## src/rtl/dbm_pkg.sv

```systemverilog
// ----------------------------------------------------------------------------
// dbm_pkg
// Shared constants for the push-button debouncer with auto-repeat.
// ----------------------------------------------------------------------------
package dbm_pkg;

	localparam int BUTTONS_DEF    = 8;
	localparam int COUNT_BITS_DEF = 16;

	localparam int DELAY_W = 15;
	localparam logic [DELAY_W-1:0] DELAY_RESET = DELAY_W'(100);

	// register word indexes on the configuration port
	localparam logic REG_DEBOUNCE_DELAY = 1'b0;

	localparam int PADDR_W = 3;
	localparam int PDATA_W = 32;

	// stream payload layout
	localparam int PORT_W     = 8;
	localparam int BUTTON_W   = 3;
	localparam int S_TDATA_W  = 16;
	localparam int M_TDATA_W  = 8;

	localparam logic MODE_ON_CLICK = 1'b0;
	localparam logic MODE_REPEAT   = 1'b1;

endpackage

```

## src/rtl/dbm_ram.sv

```systemverilog
// ----------------------------------------------------------------------------
// dbm_ram
// Generic single-write, single-read RAM with a registered read port.
// ----------------------------------------------------------------------------
module dbm_ram #(
	parameter int WIDTH = 33,
	parameter int DEPTH = 8,
	parameter int AW    = (DEPTH > 1) ? $clog2(DEPTH) : 1
) (
	input  logic             clk,
	input  logic             we,
	input  logic [AW-1:0]    waddr,
	input  logic [WIDTH-1:0] wdata,
	input  logic             re,
	input  logic [AW-1:0]    raddr,
	output logic [WIDTH-1:0] rdata
);

	logic [WIDTH-1:0] mem_q [DEPTH];

	always_ff @(posedge clk) begin
		if (we) begin
			mem_q[waddr] <= wdata;
		end
		// read-first: a read of the entry being written returns the old word
		if (re) begin
			rdata <= mem_q[raddr];
		end
	end

endmodule

```

## src/rtl/button_debounce_with_modes.sv

```systemverilog
// ----------------------------------------------------------------------------
// button_debounce_with_modes
// Per-button debouncer with on-click single fire and while-pressed repeat.
// ----------------------------------------------------------------------------
// Usage:
//   Each slave beat is one poll of one button: s_tdata carries the sampled
//   port byte, the button number (its bit in the byte, active low) and the
//   mode. Every beat yields exactly one master beat whose bit 0 is fire.
//   Per-button press and release counters and the latched flag live in one
//   RAM word per button; the poll reads the word when it is accepted, the
//   update is computed from the read data the next cycle and written back.
//   A write-back that collides with the next poll's read of the same button
//   is forwarded, so polls of one button may follow every cycle.
//   An accepted slave beat passes the update stage, then the output register.
//   Throughput: one poll per cycle while m_tready stays high.
//   A stalled output holds its beat; one more poll is taken into the update
//   stage, then s_tready drops until the output drains.
//   Reset clears all counters and flags at once through per-button valid
//   bits and sets debounce_delay to 100. Buttons at or above BUTTONS give
//   fire low and leave all state alone. Users must write debounce_delay via
//   the APB port at byte address 0 only while idle; the block does not check.
// ----------------------------------------------------------------------------
module button_debounce_with_modes #(
	parameter int BUTTONS    = dbm_pkg::BUTTONS_DEF,
	parameter int COUNT_BITS = dbm_pkg::COUNT_BITS_DEF
) (
	input  logic                          clk,
	input  logic                          arst_n,
	// [7:0] port_value, [10:8] button, [11] mode, [15:12] zero
	input  logic [dbm_pkg::S_TDATA_W-1:0] s_tdata,
	input  logic                          s_tvalid,
	output logic                          s_tready,
	// [0] fire, [7:1] zero
	output logic [dbm_pkg::M_TDATA_W-1:0] m_tdata,
	output logic                          m_tvalid,
	input  logic                          m_tready,
	input  logic                          psel,
	input  logic                          penable,
	input  logic                          pwrite,
	input  logic [dbm_pkg::PADDR_W-1:0]   paddr,
	input  logic [dbm_pkg::PDATA_W-1:0]   pwdata,
	output logic [dbm_pkg::PDATA_W-1:0]   prdata,
	output logic                          pready
);

	localparam int IDX_W   = (BUTTONS > 1) ? $clog2(BUTTONS) : 1;
	localparam int ENTRY_W = 2 * COUNT_BITS + 1;
	localparam int CMP_W   = (COUNT_BITS > dbm_pkg::DELAY_W) ? COUNT_BITS : dbm_pkg::DELAY_W;

	// configuration
	logic [dbm_pkg::DELAY_W-1:0] delay_q;
	logic                        cfg_wr;

	assign pready = 1'b1;
	assign cfg_wr = psel && penable && pwrite && pready
		&& (paddr[2] == dbm_pkg::REG_DEBOUNCE_DELAY);

	always_ff @(posedge clk or negedge arst_n) begin
		if (!arst_n) begin
			delay_q <= dbm_pkg::DELAY_RESET;
		end else if (cfg_wr) begin
			delay_q <= pwdata[dbm_pkg::DELAY_W-1:0];
		end
	end

	always_comb begin
		prdata = '0;
		if (paddr[2] == dbm_pkg::REG_DEBOUNCE_DELAY) begin
			prdata = dbm_pkg::PDATA_W'(delay_q);
		end
	end

	// input unpack
	logic [dbm_pkg::PORT_W-1:0]   in_port;
	logic [dbm_pkg::BUTTON_W-1:0] in_button;
	logic                         in_mode;
	logic                         in_accept;

	assign in_port   = s_tdata[dbm_pkg::PORT_W-1:0];
	assign in_button = s_tdata[dbm_pkg::PORT_W +: dbm_pkg::BUTTON_W];
	assign in_mode   = s_tdata[dbm_pkg::PORT_W + dbm_pkg::BUTTON_W];
	assign in_accept = s_tvalid && s_tready;

	// pipeline control
	logic s1_valid_q;
	logic out_valid_q;
	logic adv;

	assign adv      = !out_valid_q || m_tready;
	assign s_tready = !s1_valid_q || adv;

	logic [IDX_W-1:0] idx_s1;
	logic             in_range_s1;
	logic             pressed_s1;
	logic             mode_s1;

	always_ff @(posedge clk or negedge arst_n) begin
		if (!arst_n) begin
			s1_valid_q <= 1'b0;
		end else if (s_tready) begin
			s1_valid_q <= s_tvalid;
		end
	end

	always_ff @(posedge clk) begin
		if (in_accept) begin
			idx_s1      <= in_button[IDX_W-1:0];
			in_range_s1 <= (32'(in_button) < BUTTONS);
			pressed_s1  <= !in_port[in_button];
			mode_s1     <= in_mode;
		end
	end

	// state memory
	logic               ram_we;
	logic [ENTRY_W-1:0] ram_wdata;
	logic [ENTRY_W-1:0] ram_rdata;

	dbm_ram #(
		.WIDTH (ENTRY_W),
		.DEPTH (BUTTONS),
		.AW    (IDX_W)
	) u_state_ram (
		.clk   (clk),
		.we    (ram_we),
		.waddr (idx_s1),
		.wdata (ram_wdata),
		.re    (in_accept),
		.raddr (in_button[IDX_W-1:0]),
		.rdata (ram_rdata)
	);

	// entries never written read as zero
	logic [BUTTONS-1:0] ent_valid_q;
	logic               fwd_valid_q;
	logic [IDX_W-1:0]   fwd_idx_q;
	logic [ENTRY_W-1:0] fwd_data_q;

	always_ff @(posedge clk or negedge arst_n) begin
		if (!arst_n) begin
			ent_valid_q <= '0;
			fwd_valid_q <= 1'b0;
		end else if (ram_we) begin
			ent_valid_q[idx_s1] <= 1'b1;
			fwd_valid_q         <= 1'b1;
		end
	end

	always_ff @(posedge clk) begin
		if (ram_we) begin
			fwd_idx_q  <= idx_s1;
			fwd_data_q <= ram_wdata;
		end
	end

	// update of the selected button
	logic [ENTRY_W-1:0]    cur;
	logic [COUNT_BITS-1:0] pc, rc, pc_inc, rc_inc, pc_nx, rc_nx;
	logic                  lat, lat_nx, fire_s1;

	always_comb begin
		if (fwd_valid_q && (fwd_idx_q == idx_s1)) begin
			cur = fwd_data_q;
		end else if (ent_valid_q[idx_s1]) begin
			cur = ram_rdata;
		end else begin
			cur = '0;
		end
		pc  = cur[COUNT_BITS-1:0];
		rc  = cur[COUNT_BITS +: COUNT_BITS];
		lat = cur[ENTRY_W-1];

		// counters saturate at all ones
		pc_inc = (pc == '1) ? pc : pc + 1'b1;
		rc_inc = (rc == '1) ? rc : rc + 1'b1;

		pc_nx   = pc;
		rc_nx   = rc;
		lat_nx  = lat;
		fire_s1 = 1'b0;

		// repeat mode counts out a latched button whatever the pin shows
		if ((mode_s1 == dbm_pkg::MODE_REPEAT) ? lat : !pressed_s1) begin
			pc_nx = '0;
			rc_nx = rc_inc;
			if (CMP_W'(rc_inc) > CMP_W'(delay_q)) begin
				lat_nx = 1'b0;
				rc_nx  = '0;
			end
		end else if (mode_s1 == dbm_pkg::MODE_ON_CLICK || pressed_s1) begin
			pc_nx = pc_inc;
			rc_nx = '0;
			if (CMP_W'(pc_inc) > CMP_W'(delay_q)) begin
				lat_nx  = 1'b1;
				fire_s1 = !lat;
				pc_nx   = '0;
			end
		end
	end

	assign ram_we    = s1_valid_q && adv && in_range_s1;
	assign ram_wdata = {lat_nx, rc_nx, pc_nx};

	// output register
	logic fire_q;

	always_ff @(posedge clk or negedge arst_n) begin
		if (!arst_n) begin
			out_valid_q <= 1'b0;
		end else if (adv) begin
			out_valid_q <= s1_valid_q;
		end
	end

	always_ff @(posedge clk) begin
		if (adv && s1_valid_q) begin
			fire_q <= fire_s1 && in_range_s1;
		end
	end

	assign m_tvalid = out_valid_q;
	assign m_tdata  = dbm_pkg::M_TDATA_W'(fire_q);

`ifndef SYNTHESIS
	a_we_in_range: assert property (@(posedge clk) disable iff (!arst_n)
		ram_we |-> (32'(idx_s1) < BUTTONS))
		else $error("state write to a button beyond range");

	a_fire_unlatched: assert property (@(posedge clk) disable iff (!arst_n)
		(s1_valid_q && fire_s1) |-> (!lat && lat_nx))
		else $error("fire from a latched button");

	a_stall_only_full: assert property (@(posedge clk) disable iff (!arst_n)
		!s_tready |-> (s1_valid_q && out_valid_q && !m_tready))
		else $error("input stalled with room in the pipeline");

	a_fwd_after_write: assert property (@(posedge clk) disable iff (!arst_n)
		ram_we |=> (fwd_valid_q && ent_valid_q[fwd_idx_q]))
		else $error("written entry not marked valid");

	a_out_follows_s1: assert property (@(posedge clk) disable iff (!arst_n)
		(s1_valid_q && adv) |=> out_valid_q)
		else $error("update stage beat lost");
`endif

endmodule

```

## config.mk

```make
export PLATFORM = sky130hd
export DESIGN_NAME = button_debounce_with_modes
export DESIGN_NICKNAME = d
export VERILOG_FILES = /design/src/rtl/dbm_pkg.sv /design/src/rtl/dbm_ram.sv /design/src/rtl/button_debounce_with_modes.sv
export SDC_FILE = /design/constraint.sdc
export NUM_CORES = 1
export LEC_CHECK = 0
export BUFFER_PORTS_ARGS = -buffer_cell sky130_fd_sc_hd__buf_4
export CELL_PAD_IN_SITES_DETAIL_PLACEMENT = 1
export CELL_PAD_IN_SITES_GLOBAL_PLACEMENT = 1
export CORE_MARGIN = 2
export CORE_UTILIZATION = 35
export CTS_CLUSTER_DIAMETER = 120
export DETAILED_ROUTE_END_ITERATION = 6
export PLACE_DENSITY_LB_ADDON = 0.2
export RECOVER_POWER = 50
export SYNTH_ARGS = -nofsm -noshare
export SYNTH_HDL_FRONTEND = slang
export SYNTH_SLANG_ARGS = --single-unit
```

## constraint.sdc

```tcl
create_clock -name clk -period 7.05 [get_ports clk]
set_clock_uncertainty 0.15 [all_clocks]
set_input_delay 1.41 -clock clk [delete_from_list [all_inputs] [get_ports clk]]
set_output_delay 1.41 -clock clk [all_outputs]
set_load 0.05 [all_outputs]
```

==> results.cfg <==
[synthesis]
synth-seq-cells = 365
synth_area_sq_mm = 0.0163
synth-edff-count = 339
synth_warnings = 0
async_flop_share_pct = 7.12
yosysSeqAreaShare_pct = 66.4
ys.flop_type = edfxtp_1
synthDistinctLibCells = 64
synth.avg_cell_area_sq_um = 16.5
syn-instance-count = 989

[setup_path]
cp_data_required_time_ns = 7.20
start_kind = flop
r2r-start = idx_s1[2]
reg2reg_slack_ns = 0.54
worstPathArrival_ns = 6.67
cp_common_cell = buf_4
crit_slowest_cell = mux4_2
crit_family = compound AO/OA/AOI/OAI gates
cp_num_buf_inv = 3
max_stage_delay_ns = 0.58
worstPathMaxFanout = 15
critical_path_class = flop to flop
cp-startpoint = idx_s1[2]
critPathCaptureType = flop
path_cells = nand2b_1, mux4_2, a21oi_2, buf_4, a22o_1, ha_1, nand2_1, mux2i_1, and2_1, nand4b_1, buf_4, nand3_1, xor2_1, ha_1, and4_1, nand4_1, a211oi_1, o41ai_1, o21a_1, buf_4, nand4_1, nand3_1

[drt]
vias_per_cell = 5.22
wl_microns = 39500
drtAntennaViolNets = 0
dr.pass1.iters = 4
num_vias = 8907
drtIter0Drc = 588
remaining_drc_errors = 0
routedWlPerCell_microns = 23.2

[clock_tree]
clkLatencyLatePin_ns = 0.55
cts.path.max_buffers = 3
clk_pin_slew_worst_paths_ns = 0.06
cts_sinks = 365
cts_root_buffer = clkbuf_16
cts_hold_buf = 0
postCtsSetupBuffers = 0
numCtsBuffers = 41
cts_tree = done
htreeDepth = 2

[cells_and_area]
num_antenna_cells = 0
area_growth_pct = 14.6
multi_input_area_sq_mm = 0.00513
drive_gt1_share_pct = 24.7
final_core_util_pct = 40.4
seq_area_sq_mm = 0.0108
fill_cells = 4567
nNetsFinal = 1160

[sta]
rsz0062_at_grt = false
fmax_ghz = 0.154
holdWs_ns = 0.314
slew_violations = 348
period_share_pct = 92.4
slew_headroom_pct = -168
setup_viol = 0
tightest_slew_ns = 4.02
finalSetupTns_ns = 0
period_minus_slack_ns = 6.51
hold_viol_final = 0

[power]
power-per-cell-area_mw_per_mm2 = 309
clkPwrFrac_pct = 37.3
combPwrFrac_pct = 16.8
power.share.sequential_pct = 45.8
ir_drop_uv = 161
p_int_mw = 4.22
switchingPower_mw = 1.56
switching_share_pct = 27.1
power_leakage_nw = 6.44

[job]
max_cap_violations = 10

[floorplanning]
die_x_microns = 220
core_sq_mm = 0.0463
io_pins = 101
fp-row-count = 79
die_h_microns = 220
fp.dieArea_sq_mm = 0.0484
initial_core_util_pct = 35.3

[grt]
gr-total-overflow = 0
grt_max_degree = 46
grt_util_all_layers_pct = 16.9
grt_pass1_vias = 9511
antenna_found_initial = 0
grt_pass1_wl_microns = 60300

[placement]
dp_hpwl_microns = 24700
gp_congestion = 0.820
port_buffers = 52

[worst_hold_path]
hold_start = ent_valid_q[0]
hold_path_class = flop to flop

[run_status]
outcome = complete, but fails checks
violations = max-capacitance violations, max-slew violations
## power groups by stage
stage	combinational [mW]	clock (mW)	sequential [mW]
6_report	0.972	2.16	2.65
5_1_grt	1.08	2.29	2.67
4_1_cts	0.999	2.22	2.65
3_5_place_dp	0.994	0	2.69
3_3_place_gp	0.978	0	2.69
2_1_floorplan	0.675	0	2.67
## synth_stat cells (3+ instances only)
master / count / area share, %
o211ai_1: 3 / 0.14
nor2b_1: 4 / 0.15
nand3_1: 28 / 0.86
mux2_2: 55 / 3.8
xnor2_1: 15 / 0.80
a32o_1: 3 / 0.18
a21oi_1: 14 / 0.43
buf_4: 31 / 1.4
and2_1: 7 / 0.27
nor2_1: 46 / 1.1
o22ai_1: 3 / 0.11
mux4_2: 69 / 9.5
xor2_1: 11 / 0.59
dfstp_2: 3 / 0.48
and3_1: 12 / 0.46
mux2i_1: 23 / 1.4
edfxtp_1: 339 / 62
buf_2: 7 / 0.21
buf_6: 3 / 0.21
nand3b_1: 7 / 0.32
a211oi_1: 3 / 0.14
o21a_1: 4 / 0.18
ha_1: 32 / 2.5
a31oi_1: 12 / 0.46
nand4_1: 21 / 0.80
nor4_1: 3 / 0.11
nand2_1: 45 / 1.0
a22oi_1: 17 / 0.78
and4_1: 6 / 0.32
a22o_1: 21 / 1.1
o21ai_0: 13 / 0.40
clkbuf_1: 25 / 0.57
dfrtp_1: 23 / 3.5
nand4b_1: 5 / 0.27
buf_1: 9 / 0.21
or2_2: 9 / 0.34
nand2b_1: 10 / 0.38
inv_1: 16 / 0.37
## area by class of cell
cell class | instances | area share [%]
multi-input cells | 556 | 27.4
repair buffers | 90 | 3.02
clock buffers | 42 | 5.50
well taps | 607 | 4.06
flip-flops and latches | 365 | 57.9
inverters | 16 | 0.321
clock inverters | 30 | 1.79
## kinds of logic after synthesis
group	after synthesis	synth area share, %
AO/OA/AOI/OAI	108	4.80
XOR/XNOR	27	1.49
adder cells (fa/ha/maj)	32	2.45
buffers and inverters	91	3.00
flip-flops	365	66.4
multiplexers	148	14.8
other	2	0.0460
AND/OR/NAND/NOR	216	7.06
## sequential cells by signal, summed over array words and instances (netlist names), 3 cells and up
name / flops
fwd_idx_q: 3
fwd_data_q: 33
ent_valid_q: 8
delay_q: 15
u_state_ram.mem_q: 264
idx_s1: 3
u_state_ram.rdata: 33
## timing repair
item,4_1_cts,5_1_grt
gates resized for setup,0,1
endpoints found under the hold margin,0,0
setup endpoints to repair,0,9
## placed cells by master, fill, tap and decap left out, types with 13 or more instances in the layout
cell         n
a21oi_1     13
clkbuf_16   41
edfxtp_1   339
inv_1       15
nand2_1     45
mux2_2      54
mux2i_1     23
mux4_2      69
clkbuf_1    29
a22o_1      21
ha_1        32
xnor2_1     15
nand4_1     21
buf_4       58
nor2_1      42
a22oi_1     17
dfrtp_1     23
nand3_1     28
conb_1      25
## layer usage
| metal | vias to the layer above | part of all wire (%) | GRT usage, % |
|---|---|---|---|
| met5 | - | 0 | 0 |
| met4 | 0 | 2.4 | 4.94 |
| met3 | 59 | 3.9 | 2.62 |
| met2 | 185 | 47 | 27.7 |
| met1 | 4612 | 47 | 23.2 |
| li1 | 4051 | - | - |
## path summary, 6_finish.rpt
kind	end	cells past startpoint
worst max-delay path	u_state_ram.mem_q[0][19]	22
min in group asynchronous	ent_valid_q[3]	1
worst max register to register	u_state_ram.mem_q[0][19]	22
worst min-delay path	ent_valid_q[0]	1
max in group asynchronous	delay_q[7]	1
worst min register to register	ent_valid_q[0]	1
## per-stage QoR
| stage | instance area [sq um] | power, mW | instances | setup WS, ns |
|---|---|---|---|---|
| after global routing | 18700 | 6.03 | 1706 | 0.0917 |
| after global placement | 17500 | 3.67 | 1634 | 0.582 |
| final | 18700 | 5.78 | 1706 | 0.537 |
| after detailed placement | 17500 | 3.69 | 1634 | 0.470 |
| after CTS | 18800 | 5.86 | 1706 | 0.442 |
| after floorplan | 16400 | 3.35 | 1012 | 1.11 |
Note: power is estimated with default switching activity, not from simulation.
